File: src/sv/trom_pkg.sv
// shared types and constants for the tachometer run and overspeed monitor
// used by trom_div and tachometer_run_overspeed_monitor_core
`default_nettype none

package trom_pkg;

    // default width of stored edge timestamps
    localparam int TIME_BITS_DEF = 32;

    // 60000 rpm per ms of period, and the same scaled by 16 for UQ16.4
    localparam logic [15:0] SPEED_NUM    = 16'd60000;
    localparam logic [19:0] SPEED_SCALED = 20'd960000;
    localparam int          SPEED_W      = 20;

    // register reset values
    localparam logic [15:0] RPM_LIMIT_RST    = 16'd3000;
    localparam logic [15:0] START_RPM_RST    = 16'd150;
    localparam logic [7:0]  START_CNT_RST    = 8'd250;
    localparam logic [7:0]  OVER_CNT_RST     = 8'd250;
    localparam logic [15:0] STOP_TIMEOUT_RST = 16'd3000;

    localparam int ADDR_W = 5;

    typedef enum logic [2:0] {
        REG_RPM_LIMIT    = 3'd0,
        REG_START_RPM    = 3'd1,
        REG_START_CNT    = 3'd2,
        REG_OVER_CNT     = 3'd3,
        REG_STOP_TIMEOUT = 3'd4
    } t_reg_idx;

    typedef enum logic [2:0] {
        S_IDLE,
        S_EDGE,
        S_MUL_START,
        S_MUL_LIMIT,
        S_DIV,
        S_UPDATE,
        S_TIMEOUT,
        S_OUT
    } t_state;

endpackage

`default_nettype wire

File: src/sv/trom_div.sv
// iterative restoring divider: ceil(960000 / divisor), one quotient bit a cycle
// depends on trom_pkg
`default_nettype none

module trom_div (
    input  wire  logic                        i_clk,
    input  wire  logic                        i_rst_n,
    input  wire  logic                        i_start,
    input  wire  logic [trom_pkg::SPEED_W-1:0] i_divisor,
    output logic                              o_done,
    output logic [trom_pkg::SPEED_W-1:0]      o_quot
);
    import trom_pkg::*;

    localparam int CNT_W = $clog2(SPEED_W);

    logic                r_busy;
    logic                r_done;
    logic [CNT_W-1:0]    r_cnt;
    logic [SPEED_W-1:0]  r_rem;
    logic [SPEED_W-1:0]  r_quo;
    logic [SPEED_W-1:0]  r_dvd;
    logic [SPEED_W-1:0]  r_dvs;

    logic [SPEED_W:0]    shifted;
    logic [SPEED_W:0]    diff;
    logic                fits;
    logic [SPEED_W:0]    quot_up;

    // shared subtract and compare for one quotient bit
    always_comb begin
        shifted = {r_rem, r_dvd[SPEED_W-1]};
        fits    = shifted >= {1'b0, r_dvs};
        diff    = shifted - {1'b0, r_dvs};
    end

    always_ff @(posedge i_clk) begin
        if (!i_rst_n) begin
            r_busy <= 1'b0;
            r_done <= 1'b0;
            r_cnt  <= '0;
        end else begin
            r_done <= 1'b0;
            if (i_start) begin
                r_busy <= 1'b1;
                r_cnt  <= '0;
            end else if (r_busy) begin
                r_cnt <= r_cnt + 1'b1;
                if (r_cnt == CNT_W'(SPEED_W - 1)) begin
                    r_busy <= 1'b0;
                    r_done <= 1'b1;
                end
            end
        end
    end

    always_ff @(posedge i_clk) begin
        if (i_start) begin
            r_rem <= '0;
            r_quo <= '0;
            r_dvd <= SPEED_SCALED;
            r_dvs <= i_divisor;
        end else if (r_busy) begin
            r_rem <= fits ? diff[SPEED_W-1:0] : shifted[SPEED_W-1:0];
            r_quo <= {r_quo[SPEED_W-2:0], fits};
            r_dvd <= {r_dvd[SPEED_W-2:0], 1'b0};
        end
    end

    // round up when a remainder is left
    assign quot_up = {1'b0, r_quo} + {{SPEED_W{1'b0}}, (r_rem != '0)};
    assign o_quot  = quot_up[SPEED_W-1:0];
    assign o_done  = r_done;

endmodule

`default_nettype wire

File: src/sv/tachometer_run_overspeed_monitor_core.sv
// top level of the tachometer run and overspeed monitor: sequencer, registers
// depends on trom_pkg and trom_div
`default_nettype none

// One request is taken at a time; o_stall stays high until its result has been
// taken. A time poll, or an edge without usable timing, passes from S_EDGE through
// S_TIMEOUT to S_OUT, where o_valid is raised. An edge with a usable period also
// passes through S_MUL_START, S_MUL_LIMIT, S_DIV and S_UPDATE: the speed comes
// from a restoring divider that produces one quotient bit per cycle, with the
// round-up folded into its output, and the start and overspeed threshold tests
// share one 16 x 16 multiplier in S_MUL_START and S_MUL_LIMIT. Result-side stalls
// hold the result in S_OUT and delay the next acceptance.
// Speed is reported as ceil(960000 / period) in UQ16.4 rpm, periods wrap modulo
// 2^TIME_BITS, and the configuration registers sit on an APB port at byte
// addresses 0 to 16.
module tachometer_run_overspeed_monitor_core #(
    parameter int TIME_BITS = trom_pkg::TIME_BITS_DEF
) (
    input  wire  logic                        i_clk,
    input  wire  logic                        i_rst_n,
    // input request channel
    input  wire  logic                        i_valid,
    output logic                              o_stall,
    input  wire  logic                        i_edge_req,
    input  wire  logic [31:0]                 i_time_ms,
    // result channel
    output logic                              o_valid,
    input  wire  logic                        i_stall,
    output logic [trom_pkg::SPEED_W-1:0]      o_rpm,
    output logic                              o_machine_on,
    output logic                              o_overspeed_event,
    output logic                              o_started_event,
    output logic                              o_stopped_event,
    // configuration port
    input  wire  logic                        psel,
    input  wire  logic                        penable,
    input  wire  logic                        pwrite,
    input  wire  logic [trom_pkg::ADDR_W-1:0] paddr,
    input  wire  logic [31:0]                 pwdata,
    output logic [31:0]                       prdata,
    output logic                              pready
);
    import trom_pkg::*;

    localparam int PW = (TIME_BITS > SPEED_W) ? TIME_BITS : SPEED_W;

    t_state r_state;
    t_state n_state;

    // configuration
    logic [15:0] r_rpm_limit;
    logic [15:0] r_start_rpm;
    logic [7:0]  r_start_cnt_lim;
    logic [7:0]  r_over_cnt_lim;
    logic [15:0] r_stop_timeout;

    // monitor state
    logic [TIME_BITS-1:0] r_prev;
    logic [TIME_BITS-1:0] r_latest;
    logic [SPEED_W-1:0]   r_speed;
    logic [7:0]           r_start_cnt;
    logic [7:0]           r_over_cnt;
    logic                 r_running;
    logic                 r_event_fired;
    logic                 r_ev_over;
    logic                 r_ev_start;
    logic                 r_ev_stop;

    logic [SPEED_W-1:0]   n_speed;
    logic [7:0]           n_start_cnt;
    logic [7:0]           n_over_cnt;
    logic                 n_running;
    logic                 n_event_fired;
    logic                 n_ev_over;
    logic                 n_ev_start;
    logic                 n_ev_stop;

    // per-request working registers
    logic                 r_edge;
    logic [TIME_BITS-1:0] r_now;
    logic [TIME_BITS-1:0] r_period;
    logic                 r_per_big;
    logic                 r_per_ge;
    logic                 r_per_gt;
    logic [31:0]          r_prod;
    logic                 r_above_start;

    logic                 timing_ok;
    logic [TIME_BITS-1:0] period;
    logic [PW-1:0]        per_ext;
    logic [15:0]          mul_a;
    logic [31:0]          mul_p;
    logic                 above_start;
    logic                 above_lim;
    logic                 below_lim;
    logic [TIME_BITS-1:0] since_edge;
    logic                 timeout_hit;
    logic                 cfg_wr;
    logic                 div_start;
    logic                 div_done;
    logic [SPEED_W-1:0]   div_quot;

    // ---------------------------------------------------------------- config
    assign pready = 1'b1;
    assign cfg_wr = psel && penable && pwrite;

    always_ff @(posedge i_clk) begin
        if (!i_rst_n) begin
            r_rpm_limit     <= RPM_LIMIT_RST;
            r_start_rpm     <= START_RPM_RST;
            r_start_cnt_lim <= START_CNT_RST;
            r_over_cnt_lim  <= OVER_CNT_RST;
            r_stop_timeout  <= STOP_TIMEOUT_RST;
        end else if (cfg_wr) begin
            case (paddr[ADDR_W-1:2])
                REG_RPM_LIMIT:    r_rpm_limit     <= pwdata[15:0];
                REG_START_RPM:    r_start_rpm     <= pwdata[15:0];
                REG_START_CNT:    r_start_cnt_lim <= pwdata[7:0];
                REG_OVER_CNT:     r_over_cnt_lim  <= pwdata[7:0];
                REG_STOP_TIMEOUT: r_stop_timeout  <= pwdata[15:0];
                default: ;
            endcase
        end
    end

    always_comb begin
        case (paddr[ADDR_W-1:2])
            REG_RPM_LIMIT:    prdata = {16'd0, r_rpm_limit};
            REG_START_RPM:    prdata = {16'd0, r_start_rpm};
            REG_START_CNT:    prdata = {24'd0, r_start_cnt_lim};
            REG_OVER_CNT:     prdata = {24'd0, r_over_cnt_lim};
            REG_STOP_TIMEOUT: prdata = {16'd0, r_stop_timeout};
            default:          prdata = 32'd0;
        endcase
    end

    // ---------------------------------------------------------------- datapath
    assign period    = r_latest - r_prev;
    assign timing_ok = r_edge && (r_latest != '0) && (r_prev != '0) && (r_latest != r_prev);
    assign per_ext   = PW'(r_period);

    // one shared multiplier: start speed first, then the overspeed limit
    assign mul_a = (r_state == S_MUL_START) ? r_start_rpm : r_rpm_limit;
    assign mul_p = mul_a * r_period[15:0];

    assign above_start = (r_start_rpm == '0) ||
                         (!r_per_ge && (32'(SPEED_NUM) > r_prod));
    assign above_lim   = (r_rpm_limit == '0) ||
                         (!r_per_ge && (32'(SPEED_NUM) > r_prod));
    assign below_lim   = (r_rpm_limit != '0) &&
                         (r_per_gt || (32'(SPEED_NUM) < r_prod));

    assign since_edge  = r_now - r_latest;
    assign timeout_hit = (r_latest != '0) && (since_edge >= TIME_BITS'(r_stop_timeout)) &&
                         (r_speed != '0);

    trom_div u_div (
        .i_clk     (i_clk),
        .i_rst_n   (i_rst_n),
        .i_start   (div_start),
        .i_divisor (per_ext[SPEED_W-1:0]),
        .o_done    (div_done),
        .o_quot    (div_quot)
    );

    always_ff @(posedge i_clk) begin
        case (r_state)
            S_IDLE: begin
                r_edge <= i_edge_req;
                r_now  <= TIME_BITS'(i_time_ms);
            end
            S_EDGE: begin
                r_period  <= period;
                r_per_big <= PW'(period) > PW'(SPEED_SCALED);
                r_per_ge  <= PW'(period) >= PW'(SPEED_NUM);
                r_per_gt  <= PW'(period) > PW'(SPEED_NUM);
            end
            S_MUL_START: r_prod <= mul_p;
            S_MUL_LIMIT: begin
                r_above_start <= above_start;
                r_prod        <= mul_p;
            end
            default: ;
        endcase
    end

    // ---------------------------------------------------------------- monitor state
    always_comb begin
        n_speed       = r_speed;
        n_start_cnt   = r_start_cnt;
        n_over_cnt    = r_over_cnt;
        n_running     = r_running;
        n_event_fired = r_event_fired;
        n_ev_over     = r_ev_over;
        n_ev_start    = r_ev_start;
        n_ev_stop     = r_ev_stop;
        case (r_state)
            S_IDLE: begin
                if (i_valid) begin
                    n_ev_over  = 1'b0;
                    n_ev_start = 1'b0;
                    n_ev_stop  = 1'b0;
                end
            end
            S_DIV: begin
                if (div_done) begin
                    n_speed = r_per_big ? SPEED_W'(1) : div_quot;
                end
            end
            S_UPDATE: begin
                if (!n_running) begin
                    if (r_above_start && (n_start_cnt < r_start_cnt_lim)) begin
                        n_start_cnt = n_start_cnt + 8'd1;
                    end else if (n_start_cnt >= r_start_cnt_lim) begin
                        n_start_cnt = '0;
                        n_running   = 1'b1;
                        n_ev_start  = 1'b1;
                    end
                end
                // re-arm once speed falls under the limit
                if (n_event_fired && below_lim) begin
                    n_over_cnt    = '0;
                    n_event_fired = 1'b0;
                end
                if (!n_event_fired && n_running) begin
                    if (above_lim) begin
                        if (n_over_cnt < r_over_cnt_lim) begin
                            n_over_cnt = n_over_cnt + 8'd1;
                        end else begin
                            n_event_fired = 1'b1;
                            n_ev_over     = 1'b1;
                            n_over_cnt    = '0;
                        end
                    end else begin
                        n_over_cnt = '0;
                    end
                end
            end
            S_TIMEOUT: begin
                if (timeout_hit) begin
                    n_speed       = '0;
                    n_ev_stop     = r_running;
                    n_running     = 1'b0;
                    n_start_cnt   = '0;
                    n_event_fired = 1'b0;
                end
            end
            default: ;
        endcase
    end

    always_ff @(posedge i_clk) begin
        if (!i_rst_n) begin
            r_prev        <= '0;
            r_latest      <= '0;
            r_speed       <= '0;
            r_start_cnt   <= '0;
            r_over_cnt    <= '0;
            r_running     <= 1'b0;
            r_event_fired <= 1'b0;
            r_ev_over     <= 1'b0;
            r_ev_start    <= 1'b0;
            r_ev_stop     <= 1'b0;
        end else begin
            // an edge request shifts the timestamps as it is taken
            if ((r_state == S_IDLE) && i_valid && i_edge_req) begin
                r_prev   <= r_latest;
                r_latest <= TIME_BITS'(i_time_ms);
            end
            r_speed       <= n_speed;
            r_start_cnt   <= n_start_cnt;
            r_over_cnt    <= n_over_cnt;
            r_running     <= n_running;
            r_event_fired <= n_event_fired;
            r_ev_over     <= n_ev_over;
            r_ev_start    <= n_ev_start;
            r_ev_stop     <= n_ev_stop;
        end
    end

    // ---------------------------------------------------------------- sequencer
    always_ff @(posedge i_clk) begin
        if (!i_rst_n) begin
            r_state <= S_IDLE;
        end else begin
            r_state <= n_state;
        end
    end

    always_comb begin
        n_state = r_state;
        case (r_state)
            S_IDLE:      if (i_valid) n_state = S_EDGE;
            S_EDGE:      n_state = timing_ok ? S_MUL_START : S_TIMEOUT;
            S_MUL_START: n_state = S_MUL_LIMIT;
            S_MUL_LIMIT: n_state = S_DIV;
            S_DIV:       if (div_done) n_state = S_UPDATE;
            S_UPDATE:    n_state = S_TIMEOUT;
            S_TIMEOUT:   n_state = S_OUT;
            S_OUT:       if (!i_stall) n_state = S_IDLE;
            default:     n_state = S_IDLE;
        endcase
    end

    always_comb begin
        o_stall   = 1'b1;
        o_valid   = 1'b0;
        div_start = 1'b0;
        case (r_state)
            S_IDLE:      o_stall   = 1'b0;
            S_MUL_START: div_start = 1'b1;
            S_OUT:       o_valid   = 1'b1;
            default: ;
        endcase
    end

    assign o_rpm             = r_speed;
    assign o_machine_on      = r_running;
    assign o_overspeed_event = r_ev_over;
    assign o_started_event   = r_ev_start;
    assign o_stopped_event   = r_ev_stop;

endmodule

`default_nettype wire

File: config.mk
export PLATFORM = sky130hd
export DESIGN_NAME = tachometer_run_overspeed_monitor_core
export DESIGN_NICKNAME = d
export VERILOG_FILES = /design/src/sv/trom_pkg.sv /design/src/sv/trom_div.sv /design/src/sv/tachometer_run_overspeed_monitor_core.sv
export SDC_FILE = /design/constraint.sdc
export NUM_CORES = 2
export LEC_CHECK = 0
export ABC_AREA = 1
export ABC_CLOCK_PERIOD_IN_PS = 7800
export BUFFER_PORTS_ARGS = -buffer_cell sky130_fd_sc_hd__buf_2
export CAP_MARGIN = 20
export CORE_UTILIZATION = 35
export DETAILED_ROUTE_END_ITERATION = 8
export RECOVER_POWER = 25
export SLEW_MARGIN = 20
export SYNTH_ARGS = -nofsm -noshare
export SYNTH_HDL_FRONTEND = slang
export SYNTH_SLANG_ARGS = --single-unit
File: constraint.sdc
create_clock -name i_clk -period 7.8 [get_ports i_clk]
set_input_delay 0.78 -clock i_clk [delete_from_list [all_inputs] [get_ports i_clk]]
set_output_delay 0.78 -clock i_clk [all_outputs]
set_load 0.02 [all_outputs]
* Yosys cells after proc, flatten, opt, wreduce, memory -nomap -nowiden
Index checks and enable logic that the tools add are counted. Widths: inputs -> output; s select.
Storage, ports and cells: register bits 339, input port bits 77, output and inout bits 59, logic and storage cells 174
Operators by class: add/sub/neg operators 7, multipliers 1, order comparisons 10, eq/ne operators 24, mux-type cells 52, bitwise operators 2, reduce and logical (&&, ||, !) cells 47
Operators by type and width (count):
- $mux 20 | 4
- $pmux 16 s5 | 1
- $mux 8 | 9
- $reduce_bool 32->1 | 2
- $sub 32x32->32 | 2
- $pmux 20 s2 | 1
- $reduce_bool 20->1 | 2
- $ge 32x16->1 | 1
- $ge 32x16->1 const B | 1
- $gt 16x32->1 const A | 1
- $gt 32x16->1 const B | 1
- $gt 32x20->1 const B | 1
- $logic_not 16->1 | 2
- $lt 16x32->1 const A | 1
- $mul 16x16->32 | 1
- $ne 32x32->1 | 1
- $mux 1 | 25
- $pmux 3 s8 | 1
- $ge 21x20->1 | 1
- $add 20x1->20 | 1
- $sub 20x20->20 | 1
- $ne 2x2->1 const B | 9
- $add 8x1->8 const B | 2
- $lt 8x8->1 | 2
- other kinds (25) | 70

* Longest topological paths before layout
depth after elaboration 11, gate-level depth with buffers 36

* Cells and area by module
A second synthesis with hierarchy kept.
Unflattened totals: cell total of the unflattened synthesis 3968, area, all modules 29140.4 um^2
By module, submodules not included:
- tachometer_run_overspeed_monitor_core | times used 1, cells each 3261, area each 24110.6 um^2, sequential area each 6115.9 um^2
- trom_div | times used 1, cells each 707, area each 5029.8 um^2, sequential area each 1761.7 um^2

* Least setup slack after synthesis
Ideal clock, no wire load.
path type register to register, start point register r_state[2], end point register r_prod[25] (data pin), setup time 0.258 ns, arrival 6.430 ns, path slack 1.112 ns, stages on the path, launching flop included 29, path buffers 3, clock period less this slack 6.688 ns, cells stage by stage dfxtp_1 clkbuf_1 nor2_1 inv_1 clkbuf_1 buf_1 o21ai_1 inv_1 nand2_1 fa_1 inv_1 fa_1 inv_1 fa_1 inv_1 fa_1 fa_1 inv_1 fa_1 inv_1 ha_1 a21oi_1 o21ai_0 a21oi_1 inv_1 a21oi_1 o21ai_0 a21oi_1 xnor2_1
On the way: word-level cells in the longest chain between the ends 3
Ends and longest elaborated chain:
- start: declaration | RTL line tachometer_run_overspeed_monitor_core.sv:47 | t_state r_state;
- start signal: assignment | RTL line tachometer_run_overspeed_monitor_core.sv:286 | r_state <= n_state;
- $eq 3x2->1 | RTL line tachometer_run_overspeed_monitor_core.sv:143 | assign mul_a = (r_state == S_MUL_START) ? r_start_rpm : r_rpm_limit;
- $mux 16 | RTL line tachometer_run_overspeed_monitor_core.sv:143
- $mul 16x16->32 | RTL line tachometer_run_overspeed_monitor_core.sv:144 | assign mul_p = mul_a * r_period[15:0];
- net mul_p[25] | RTL line tachometer_run_overspeed_monitor_core.sv:92 | logic [31:0] mul_p;
- end signal: assignment | RTL line tachometer_run_overspeed_monitor_core.sv:178 | S_MUL_START: r_prod <= mul_p;
- end signal: assignment | RTL line tachometer_run_overspeed_monitor_core.sv:181 | r_prod <= mul_p;
- end: declaration | RTL line tachometer_run_overspeed_monitor_core.sv:85 | logic [31:0] r_prod;
The timed path passes the listed nets, and every way through them passes these cells. A chain may end at the register's enable or synchronous reset.

* Worst setup path after layout
Same ends and word-level chain as after synthesis.

==> reports/qor.csv <==
metric,value,unit
outcome,finished with violations,
failing checks,"capacitance limit, slew limit",
Fin Clk Skew,0.0352,ns
post-CTS setup buffers,0,
# setup viols final,0,
antenna-violating nets left,0,
Hold Slack,0.395,ns
DRC violation total after the first TritonRoute iteration,1636,
worst reg2reg path depth,28,
CTS Buffer Depth,3,
root buffer cell,clkbuf_16,
syn avg cell area,7.35,um^2
max incr delay on CP,0.60,ns
hold path startpoint,i_time_ms[28],
DRC,0,
Post-Synth Simple-Gate Area,22.1,%
worst hold-check path type,in2reg,
Wirelength per Cell,15.6,um
max cap viols,3,
main combinational cell family by area after synthesis,adder cells,
CTS Hold Buffers Added,0,
Critical R2R Capture,r_prod[25]$_DFFE_PP_,
Cells on Worst Hold Path,1,
adder-cell share of the synthesized area,23.7,%
top cell type's share of synthesized area,16.2,%
first-pass GRT wire length,126000,um
GRT overflow,0,
"Area growth, synth to finish",10.1,%
clock tree from TritonCTS,yes,
minimum clock period,7.22,ns
slowest CP cell,fa_1,
FF-to-FF setup slack,0.58,ns
Rows,104,
count of pins over their slew limit,108,
CTS H-tree depth,2,
Synth Warn #,0,
largest net degree at the start of global routing,127,
core box area,0.0804,mm^2
Worst-Margin Slew,2.03,ns
initial antenna violation count,4,
startpoint types,flop,
CP Data Required Time,8.14,ns
WHS Endpoint,r_now[28]$_DFFE_PP_,
Starting Density,35.3,%
number of global-route vias before repair,23600,
pre-CTS WS,0.624,ns
CP endpoint kind,flop,
Crit path top cell by count,inv_1,
Synth Area in Compound Gates,11.6,%
synthesized area,0.0284,mm^2
"Reg clk slew, reported paths",0.06,ns
Total Wirelength,78400,um
Sink Count,339,
mux contribution to synthesized area,0,%
most frequent cells in the layout,"nand2_1, inv_1, nor2_1",
gpl congestion,0.904,
Overall Global Routing Usage,19.2,%
Final Hold Fails,0,
Max-slew headroom,-35.0,%
DRT Pass-1 Iters,5,
Num CTS Buffers,40,
number of cells upsized or downsized after cts,0,
post-synth top area cell,dfxtp_1,
vias per cell,4.91,
clk_lat worst skew,0.59,ns
ANT cells,0,
Reg-to-Reg Start,r_state[2]$_SDFFE_PN0P_,
layout cells sized above 1,4.68,%
"top cells by area, synth","dfxtp_1, fa_1, nand2_1",
num ports,136,
Die H,287,um
Worst EP arrival,7.55,ns
Die ar.,0.0823,mm^2
Yosys reg bits,339,
RSZ-0062 raised after global routing,false,
port bufs,100,
fmax,139,MHz
"Seq/Total Area, Yosys",27.7,%
unique cell type count in the Yosys netlist,50,
post-synthesis xor/xnor area fraction,2.90,%
final worst setup slack,0.583,ns
dpl hpwl,62000,um
NumNets Final,4438,
crit share post-route,92.5,%
post-route setup TNS,0,ns
critical path peak fanout,17,
vias,24700,
die width,287,um
Mapped Cells,3866,
"commonest non-fill, non-tap cell in the layout",nand2_1,
Crit Path Category,reg2reg,
-- per-layer routing --
| layer | routed length (um) | up-vias | GRT usage, % |
|---|---|---|---|
| met3 | 4750 | 130 | 2.89 |
| met2 | 36000 | 618 | 31.7 |
| li1 | - | 12400 | - |
| met5 | 56 | - | 0 |
| met4 | 2080 | 8 | 5.11 |
| met1 | 35500 | 11600 | 26.0 |
-- logic make-up (layout without fill, tap and decap cells) --
group,Yosys count,after routing
buffers and inverters,884,974
XOR/XNOR,94,94
adder cells (fa/ha/maj),419,419
AO/OA/AOI/OAI,600,600
other,2,17
AND/OR/NAND/NOR,1528,1528
flip-flops,339,339
-- critical path, delay by kind of cell, from the launching register on --
kind / cells / cell delay [ns]
buffers and inverters: 11 / 1.27
DFF: 1 / 0.55
adders and majority gates: 7 / 3.47
and+or+nand+nor: 2 / 0.19
xor gates and xnor gates: 1 / 0.10
AOI/OAI and AO/OA: 7 / 1.38
-- registers in the layout (all words and copies together) (netlist names), 3 cells and up --
signal	count
u_div.r_dvd	11
r_prod	32
per_ext	20
r_over_cnt	8
r_latest	32
u_div.r_rem	20
r_start_cnt_lim	8
r_now	32
u_div.r_quo	20
o_rpm	20
r_over_cnt_lim	8
r_prev	32
r_rpm_limit	16
r_start_cnt	8
r_stop_timeout	16
r_state	3
u_div.r_dvs	20
u_div.r_cnt	5
r_start_rpm	16
-- through the flow --
stage | instance area, um^2 | std cells | utilization [%]
finish | 31300 | 5031 | 38.9
global route | 31300 | 5031 | 38.9
floorplan | 28500 | 3881 | -
detailed placement | 30000 | 4960 | 37.4
CTS | 31300 | 5031 | 38.9
global placement | 30000 | 4960 | 37.4
-- area by class of cell --
cell class,instances,area [um^2]
Tap cell,1060,1330
Clock buffer,58,1140
Multi-Input combinational cell,2658,17200
Timing Repair Buffer,132,693
Sequential cell,339,7880
Inverter,771,2890
Fill cell,8574,49200
Clock inverter,13,123
-- cells in the mapped netlist (all sizes together) --
master and n:
a221oi 8, o31ai 2, nor2 376, xnor2 35
nand3 114, and2 3, ha 222, o21ai 225
inv 762, nor4 33, a31oi 14, clkinv 9
xor2 59, a22oi 3, edfxtp 109, nand2 892
nor3 37, o21a 6, o211ai 35, nand4 41
fa 197, o41ai 1, o22ai 9, o221ai 15
and3 4, or2 5, o2111ai 1, buf 31
a21oi 265, nand3b 23, a211oi 4, a21o 6
a21boi 1, clkbuf 82, dfxtp 230, conb 2
o21bai 5
-- worst max-delay path by stage --
stage                                        from              endpoint  slack [ns]  depth (start not counted)
final                     r_state[2]$_SDFFE_PN0P_  r_prod[25]$_DFFE_PP_        0.58                         28
after global routing      r_state[1]$_SDFFE_PN0P_  r_prod[25]$_DFFE_PP_        0.09                         30
after CTS                 r_state[0]$_SDFFE_PN0P_  r_prod[25]$_DFFE_PP_        0.59                         30
after detailed placement  r_state[1]$_SDFFE_PN0P_  r_prod[25]$_DFFE_PP_        0.62                         32
after global placement    r_state[1]$_SDFFE_PN0P_  r_prod[25]$_DFFE_PP_        0.66                         32
after floorplan           r_state[2]$_SDFFE_PN0P_  r_prod[25]$_DFFE_PP_        1.11                         28
Power is left out: the tool's default activity adds up to more than one toggle a clock period on the data nets, which glitch-free logic cannot reach.
